**config.mk**
```make
export PLATFORM = sky130hd
export DESIGN_NAME = pdr_queue
export DESIGN_NICKNAME = d
export VERILOG_FILES = /design/src/hdl/pdr_queue.sv
export SDC_FILE = /design/constraint.sdc
export NUM_CORES = 1
export LEC_CHECK = 0
export ABC_AREA = 1
export ABC_CLOCK_PERIOD_IN_PS = 2300
export BUFFER_PORTS_ARGS = -buffer_cell sky130_fd_sc_hd__buf_2
export CORE_MARGIN = 1.5
export CORE_UTILIZATION = 34
export CTS_CLUSTER_SIZE = 12
export DETAILED_ROUTE_END_ITERATION = 8
export PLACE_DENSITY = 0.65
export SYNTH_ARGS = -nofsm -noshare
export SYNTH_HDL_FRONTEND = slang
export SYNTH_SLANG_ARGS = --single-unit
```
**constraint.sdc**
```tcl
create_clock -name clk -period 2.3 [get_ports clk]
set_input_delay 0.345 -clock clk [delete_from_list [all_inputs] [get_ports clk]]
set_output_delay 0.345 -clock clk [all_outputs]
set_load 0.1 [all_outputs]
```
**src/hdl/pdr_queue.sv**
```systemverilog
// ----------------------------------------------------------------------------
// pdr_queue
// Short register FIFO between the front end and the back end.
// ----------------------------------------------------------------------------
`default_nettype none

module pdr_queue #(
    parameter int WIDTH = 15,
    parameter int DEPTH = 2,
    localparam int PTR_W = (DEPTH > 1) ? $clog2(DEPTH) : 1,
    localparam int CNT_W = $clog2(DEPTH + 1)
) (
    input  wire logic             clk,
    input  wire logic             rst_n,
    input  wire logic             push,
    input  wire logic [WIDTH-1:0] push_data,
    input  wire logic             pop,
    output logic      [WIDTH-1:0] pop_data,
    output logic                  full,
    output logic                  empty
);

    logic [WIDTH-1:0] slot [DEPTH];
    logic [PTR_W-1:0] wr_ptr_reg, wr_ptr_next;
    logic [PTR_W-1:0] rd_ptr_reg, rd_ptr_next;
    logic [CNT_W-1:0] count_reg, count_next;

    assign full     = (count_reg == CNT_W'(DEPTH));
    assign empty    = (count_reg == '0);
    assign pop_data = slot[rd_ptr_reg];

    always_comb
    begin
        wr_ptr_next = wr_ptr_reg;
        rd_ptr_next = rd_ptr_reg;
        count_next  = count_reg;
        if (push)
        begin
            wr_ptr_next = (wr_ptr_reg == PTR_W'(DEPTH - 1)) ? '0 : wr_ptr_reg + 1'b1;
        end
        if (pop)
        begin
            rd_ptr_next = (rd_ptr_reg == PTR_W'(DEPTH - 1)) ? '0 : rd_ptr_reg + 1'b1;
        end
        if (push && !pop)
        begin
            count_next = count_reg + 1'b1;
        end
        else if (pop && !push)
        begin
            count_next = count_reg - 1'b1;
        end
    end

    always_ff @(posedge clk or negedge rst_n)
    begin
        if (!rst_n)
        begin
            wr_ptr_reg <= '0;
            rd_ptr_reg <= '0;
            count_reg  <= '0;
        end
        else
        begin
            wr_ptr_reg <= wr_ptr_next;
            rd_ptr_reg <= rd_ptr_next;
            count_reg  <= count_next;
        end
    end

    always_ff @(posedge clk)
    begin
        if (push)
        begin
            slot[wr_ptr_reg] <= push_data;
        end
    end

endmodule

`default_nettype wire

```
# After elaboration in Yosys (flattened, before gate mapping)
# Memories as Yosys holds them, arrays and structs flattened.
# Index checks and enable logic that the tools add are counted.
# word_totals
register_bits	4
mem_bits_rw	30
in_bits	19
output_inout_bits	17
elab_cells	21
memories	1
# mem_list
memory	depth	width	read_ports	rd_clocked_by_memory_dff	wr	line_no	text
slot	2	15	1	0	1	23	logic [WIDTH-1:0] slot [DEPTH];
# op_classes
addsub	4
n_eq_ne	1
n_mux	6
reduce_logical	6
# op_table
cell	count
two-way mux 1 bit	4
two-way mux 2 bit	2
adder 1 bit (second input constant)	2
adder 2 x 1 -> 2 bit (second input constant)	1
equality test 2 bit (second input constant)	1
logical AND 1 bit	2
zero test 1 bit	2
zero test 2 bit	1
nonzero test 2 bit	1
subtractor 2 x 1 -> 2 bit (second input constant)	1

# Depth between registers and ports, before layout
# Gate-level depths: netlist (run 1).
# depth
ltp_word	4
mapped_depth	7
ltp_nobuf	7

# Least setup slack after synthesis (run 1)
# No wires, ideal clock.
# synth_timing
kind	register to output
from	reg count_reg[0]
to	out full
arrival_time_ps	1681
t_required_ps	1955
path_slack_ps	274
path_stages_with_launch	2
n_path_buf	0
cell_sequence	dfrtp_1 > nor2_1
# synth_between
elab_chain_cells	1
# synth_lines
element	line_no	text
from (decl)	26	logic [CNT_W-1:0] count_reg, count_next;
from (signal assigned)	67	count_reg <= count_next;
equality test 2 bit	28	assign full = (count_reg == CNT_W'(DEPTH));
to (decl)	19	output logic full,
# No other way between the ends.

# Final worst setup path (run 1)
# layout_timing
from	reg rd_ptr_reg
to	out pop_data[12]
# layout_between
elab_chain_cells	1
# layout_lines
element	line_no	text
from (decl)	25	logic [PTR_W-1:0] rd_ptr_reg, rd_ptr_next;
from (signal assigned)	66	rd_ptr_reg <= rd_ptr_next;
memory read (2 x 15 bit)	--	
to (decl)	18	output logic [WIDTH-1:0] pop_data,
# No other way between the ends.

==> summary.md, run 1 <==
| Metric | Value |
|---|---|
| Status | `finished, final reports clean` |
| Clock Tree Buf Depth | `2` |
| DRT Wirelength | `2.02 mm` |
| Average size of a mapped cell | `18.6 um^2` |
| Final number of hold-violating endpoints | `0` |
| Final WS setup | `0.184 ns` |
| Vias in the first global route | `729` |
| RSZ-0062 raised after global routing | `no` |
| CTS tree | `yes` |
| Die area | `0.00433 mm^2` |
| Met2 Usage GRT | `0.178` |
| Mapped cell area | `0.00134 mm^2` |
| Max Fclk | `473 MHz` |
| Die X-Extent | `65.8 um` |
| IO Pins | `36` |
| Synth Warn # | `0` |
| Synth-to-Final Area Change | `25.4%` |
| CP arrival | `1.77 ns` |
| Drt initial violations | `30` |
| Pre-CTS setup slack | `0.464 ns` |
| Min Tclk post-route | `2.12 ns` |
| Die H | `65.8 um` |
| Via Count | `709` |
| Grt total ovfl | `0` |
| Cells after synthesis | `72` |
| Crit. End Element | `primary output` |
| H-tree levels | `2` |
| Post-DRT Antenna Nets | `0` |
| PortBufs | `35` |
| Fin. max-slew vios | `0` |
| Slew @ Worst Pin | `0.598 ns` |
| Post-route DRC | `0` |
| Post-CTS setup buffer count | `0` |
| Initial antenna violation count | `0` |
| Max cap viols | `0` |
| Hpwl dp | `1.44 mm` |
| Tcrit/Tclk final | `0.920` |
| Core Box Area | `0.00372 mm^2` |
| Root Buffer Master | `clkbuf_8` |
| Post-synth top area cell | `edfxtp_1` |
| Hold Path Class | `primary input to flip-flop` |
| Clock Skew | `0.00421 ns` |
| Startpoint types | `flip-flop` |
| Register area share after synthesis | `0.746` |
| Setup_tns | `0 ns` |
| Antenna Cells | `0` |
| Num CTS Buffers | `5` |
| CP max FO | `10` |
| CTS resizes | `0` |
| Worst rel slew slack | `0.601` |
| Synth cell types | `14` |
| GPL Wtd Cong | `0.620` |
| Rows | `22` |
| # clock sinks | `34` |
| GRT Max-Usage Layer | `met2` |
| First-pass GRT wire length | `3.17 mm` |
| Largest register FFs | `30` |
| Final setup vio count | `0` |
| Routed len/inst | `12.3 um` |
| Top area cells in the synthesized netlist | `edfxtp_1 67%, mux2_4 10%, dfrtp_1 7.5%` |
| Initial Utilization | `0.361` |
| Met3 Track Usage GR | `0.0409` |
| Worst Path Required | `1.96 ns` |
| Layout cell share with drive strength beyond 1 | `0.500` |
| Vias per inst | `4.32` |
| Largest net degree at the start of global routing | `16` |
| NumNets Final | `135` |
| Share of the synthesized area in the top cell type | `0.672` |
| DRT Pass-1 Iters | `6` |
| GR Util met1 | `0.104` |
| #FFs+latches synth | `34` |
| Worst-Skew Late Latency | `0.28 ns` |
| Post-Syn Nets | `92` |
| Fill cells | `361` |
| Fin util | `0.453` |
| All-layer global routing usage | `0.106` |
| Worst-path clk slew | `0.06 ns` |
| WS Path Type | `flip-flop to primary output` |
-- per-layer routing --
| layer | part of all wire | up-vias |
|---|---|---|
| li1 | - | 342 |
| met1 | 0.37 | 334 |
| met2 | 0.52 | 28 |
| met3 | 0.084 | 5 |
| met4 | 0.019 | 0 |
| met5 | 0 | - |
-- through the flow --
step                hold slack, ns  cell area, um^2  instances
floorplan                   0.0494             1340         72
CTS                          0.249             1680        164
finish                       0.255             1680        164
global route                 0.246             1680        164
global placement             0.157             1590        155
detailed placement           0.157             1590        155
-- placed cells by master (no fill, tap or decap) --
| master | count |
|---|---|
| buf_2 | 33 |
| edfxtp_1 | 30 |
| mux2_4 | 9 |
| inv_1 | 7 |
| mux2_2 | 6 |
| nand2_1 | 5 |
| clkbuf_8 | 5 |
| dfrtp_1 | 4 |
| nor2_1 | 3 |
| xor2_1 | 2 |
| buf_12 | 2 |
| buf_4 | 2 |
| xnor2_1 | 1 |
| nand3_1 | 1 |
| nand4_1 | 1 |
| ha_1 | 1 |
| clkinv_2 | 1 |
| clkinv_1 | 1 |
| clkbuf_1 | 1 |
| dlygate4sd3_1 | 1 |
-- logic make-up after synthesis --
family | Yosys count | share of synthesized area
mux | 15 | 0.151
buf+inv | 9 | 0.0429
xor+xnor | 3 | 0.0196
flops | 34 | 0.746
simple gates | 10 | 0.0308
fa+ha+maj | 1 | 0.00933
-- final timing paths --
kind | endpoint | from | slack (ns) | cells after the start
worst max-delay path | pop_data[12] | rd_ptr_reg$_DFFE_PN0P_ | 0.18 | 3
worst min-delay path | slot[1][6]$_DFFE_PP_ | push_data[6] | 0.26 | 1
worst min register to register | wr_ptr_reg$_DFFE_PN0P_ | wr_ptr_reg$_DFFE_PN0P_ | 0.49 | 1
worst max register to register | slot[1][5]$_DFFE_PP_ | wr_ptr_reg$_DFFE_PN0P_ | 1.05 | 2
max in group asynchronous | rd_ptr_reg$_DFFE_PN0P_ | rst_n | 1.78 | 2
min in group asynchronous | wr_ptr_reg$_DFFE_PN0P_ | rst_n | 0.39 | 2
-- final cells by class --
type	instances	area (um^2)	share of cell area
clock buffer	6	72.6	0.0432
clock inverter	2	8.76	0.00521
timing repair buffer	38	230	0.137
inverter	7	26.3	0.0156
multi-input combinational	29	283	0.168
sequential	34	1000	0.595
tap	48	60.1	0.0357
-- synth_stat cells --
cell type / count
edfxtp_1: 30
mux2_4: 9
inv_1: 7
mux2_2: 6
nand2_1: 5
dfrtp_1: 4
nor2_1: 3
xor2_1: 2
buf_12: 1
buf_6: 1
ha_1: 1
nand3_1: 1
nand4_1: 1
xnor2_1: 1
-- timing repair --
action,in CTS,in global routing
endpoints found under the hold margin,4,0
endpoints found under the setup margin,0,0
hold buffers,1,0
-- critical path, stage by stage, from the launching register on --
cell	delay, ns
dfrtp_1	0.62
buf_4	0.27
mux2_4	0.30
buf_2	0.29
Power of run 1 is not shown: default switching activity piles up to over one toggle a cycle in this logic, so the estimate is an artifact.
==> inputs of run 2 (changes only) <==
--- a/config.mk
+++ b/config.mk
@@ -10,6 +10,7 @@
 export BUFFER_PORTS_ARGS = -buffer_cell sky130_fd_sc_hd__buf_2
 export CORE_MARGIN = 1.5
 export CORE_UTILIZATION = 34
+export CTS_BUF_LIST = sky130_fd_sc_hd__clkbuf_8
 export CTS_CLUSTER_SIZE = 12
 export DETAILED_ROUTE_END_ITERATION = 8
 export PLACE_DENSITY = 0.65
==> summary.md, run 2 (synthesis results as in run 1) <==
| Metric | Value |
|---|---|
| Status | `finished, final reports clean` |
| PortBufs | `35 (unchanged)` |
| Max cap viols | `0 (unchanged)` |
| Met3 Track Usage GR | `0.0409 (unchanged)` |
| First-pass GRT wire length | `3.17 mm (unchanged)` |
| Fill cells | `361 (unchanged)` |
| Die area | `0.00433 mm^2 (unchanged)` |
| DRT Wirelength | `2.02 mm (-0.25%)` |
| GR Util met1 | `0.104 (unchanged)` |
| Commonest cells after routing, fill and taps aside | `33 x buf_2, 30 x edfxtp_1, 9 x mux2_4` |
| Commonest non-fill, non-tap cell in the layout | `buf_2` |
| Worst-path clk slew | `0.06 ns (about the same)` |
| Final Non-Filler Cells | `164 (unchanged)` |
| Largest register FFs | `30 (unchanged)` |
| Placed insts | `155 (unchanged)` |
| Post-DRT Antenna Nets | `0 (unchanged)` |
| Die H | `65.8 um (unchanged)` |
| Crit-path slowest cell | `dfrtp_1` |
| Top delay family on crit path | `flip-flops` |
| Final WS setup | `0.187 ns (+0.00217 ns)` |
| Core Box Area | `0.00372 mm^2 (unchanged)` |
| Vias per inst | `4.35 (+0.56%)` |
| Critical Path Max Stage Delay | `0.62 ns (about the same)` |
| GPL Wtd Cong | `0.620 (unchanged)` |
| Pre-CTS setup slack | `0.464 ns (unchanged)` |
| CP max FO | `10 (unchanged)` |
| CTS tree | `yes` |
| CTS resizes | `0 (unchanged)` |
| Max Fclk | `473 MHz (+0.10%)` |
| Met2 Usage GRT | `0.178 (unchanged)` |
| Grt total ovfl | `0 (unchanged)` |
| DRT Pass-1 Iters | `6 (unchanged)` |
| Fin. max-slew vios | `0 (unchanged)` |
| Worst hold slack | `0.257 ns (+0.00147 ns)` |
| Worst Path Required | `1.96 ns (about the same)` |
| Layout cell share with drive strength beyond 1 | `0.500 (unchanged)` |
| Worst-Skew Late Latency | `0.28 ns (about the same)` |
| RSZ-0062 raised after global routing | `no` |
| Die X-Extent | `65.8 um (unchanged)` |
| Post-CTS setup buffer count | `0 (unchanged)` |
| Final setup vio count | `0 (unchanged)` |
| Rows | `22 (unchanged)` |
| Hpwl dp | `1.44 mm (unchanged)` |
| Clock Tree Buf Depth | `2 (unchanged)` |
| Number of buffer and inverter stages on the critical path | `2 (unchanged)` |
| H-tree levels | `2 (unchanged)` |
| Post-CTS Hold Buffers | `1 (unchanged)` |
| Final number of hold-violating endpoints | `0 (unchanged)` |
| Critical path cell sequence | `buf_4, mux2_4, buf_2` |
| Num CTS Buffers | `5 (unchanged)` |
| Initial Utilization | `0.361 (unchanged)` |
| All-layer global routing usage | `0.106 (unchanged)` |
| Startpoint types | `flip-flop` |
| Min Tclk post-route | `2.11 ns (-0.00217 ns)` |
| Initial antenna violation count | `0 (unchanged)` |
| IO Pins | `36 (unchanged)` |
| CP arrival | `1.77 ns (about the same)` |
| Vias in the first global route | `729 (unchanged)` |
| WS Path Type | `flip-flop to primary output` |
| Clock Skew | `0.00271 ns (-0.00150 ns)` |
| Hold Path Class | `primary input to flip-flop` |
| Largest net degree at the start of global routing | `16 (unchanged)` |
| Slew @ Worst Pin | `0.597 ns (-0.000132 ns)` |
| Crit. End Element | `primary output` |
| Drt initial violations | `30 (unchanged)` |
| GRT Max-Usage Layer | `met2` |
| # clock sinks | `34 (unchanged)` |
| Setup_tns | `0 ns (unchanged)` |
| Tcrit/Tclk final | `0.919 (-0.000945)` |
| Root Buffer Master | `clkbuf_8` |
| Antenna Cells | `0 (unchanged)` |
| NumNets Final | `135 (unchanged)` |
| Via Count | `713 (+0.56%)` |
| Worst rel slew slack | `0.601 (about the same)` |
| Post-route DRC | `0 (unchanged)` |
| Routed len/inst | `12.3 um (-0.25%)` |
| Synth-to-Final Area Change | `25.4% (unchanged)` |
-- run 2: cell types whose count changed in the layout (fill, tap and decap cells not counted) --
cell | before | now
clkbuf_1 | 1 | 0
inv_1 | 7 | 8
-- run 2: path summary, 6_finish.rpt --
| check | depth (start not counted) | slack [ns] | end | startpoint |
|---|---|---|---|---|
| max in group asynchronous | 2 | 1.78 | rd_ptr_reg$_DFFE_PN0P_ | rst_n |
| min | 1 | 0.26 | slot[1][6]$_DFFE_PP_ | push_data[6] |
| max reg2reg | 2 | 1.06 | slot[1][5]$_DFFE_PP_ | wr_ptr_reg$_DFFE_PN0P_ |
| max | 3 | 0.19 | pop_data[12] | rd_ptr_reg$_DFFE_PN0P_ |
| min reg2reg | 1 | 0.49 | wr_ptr_reg$_DFFE_PN0P_ | wr_ptr_reg$_DFFE_PN0P_ |
| min in group asynchronous | 2 | 0.39 | wr_ptr_reg$_DFFE_PN0P_ | rst_n |
-- run 2: per-stage QoR --
stage	instance area, um^2	util
finish	1680	0.453
global route	1680	0.453
CTS	1680	0.453
detailed placement	1590	0.428
global placement	1590	0.428
floorplan	1340	-
-- run 2: final cells by class --
type / count / area, um^2 / area share
Clock buffer: 5 / 68.8 / 0.0409
Sequential cell: 34 / 1000 / 0.595
Timing Repair Buffer: 38 / 230 / 0.137
Clock inverter: 3 / 12.5 / 0.00744
Tap cell: 48 / 60.1 / 0.0357
Inverter: 7 / 26.3 / 0.0156
Multi-Input combinational cell: 29 / 283 / 0.168
-- run 2: worst register-to-register path, cell delays in order, from the launching register on --
cell and delay, ns:
dfrtp_1 0.38, nand2_1 0.06, inv_1 0.44
-- run 2: layer usage --
metal	vias to the layer above	routed length (um)	share of wire
li1	343	-	-
met1	337	748	0.37
met2	28	1060	0.53
met4	0	38	0.019
met3	5	169	0.084
met5	-	0	0
Power of run 2 is left out for the same reason.
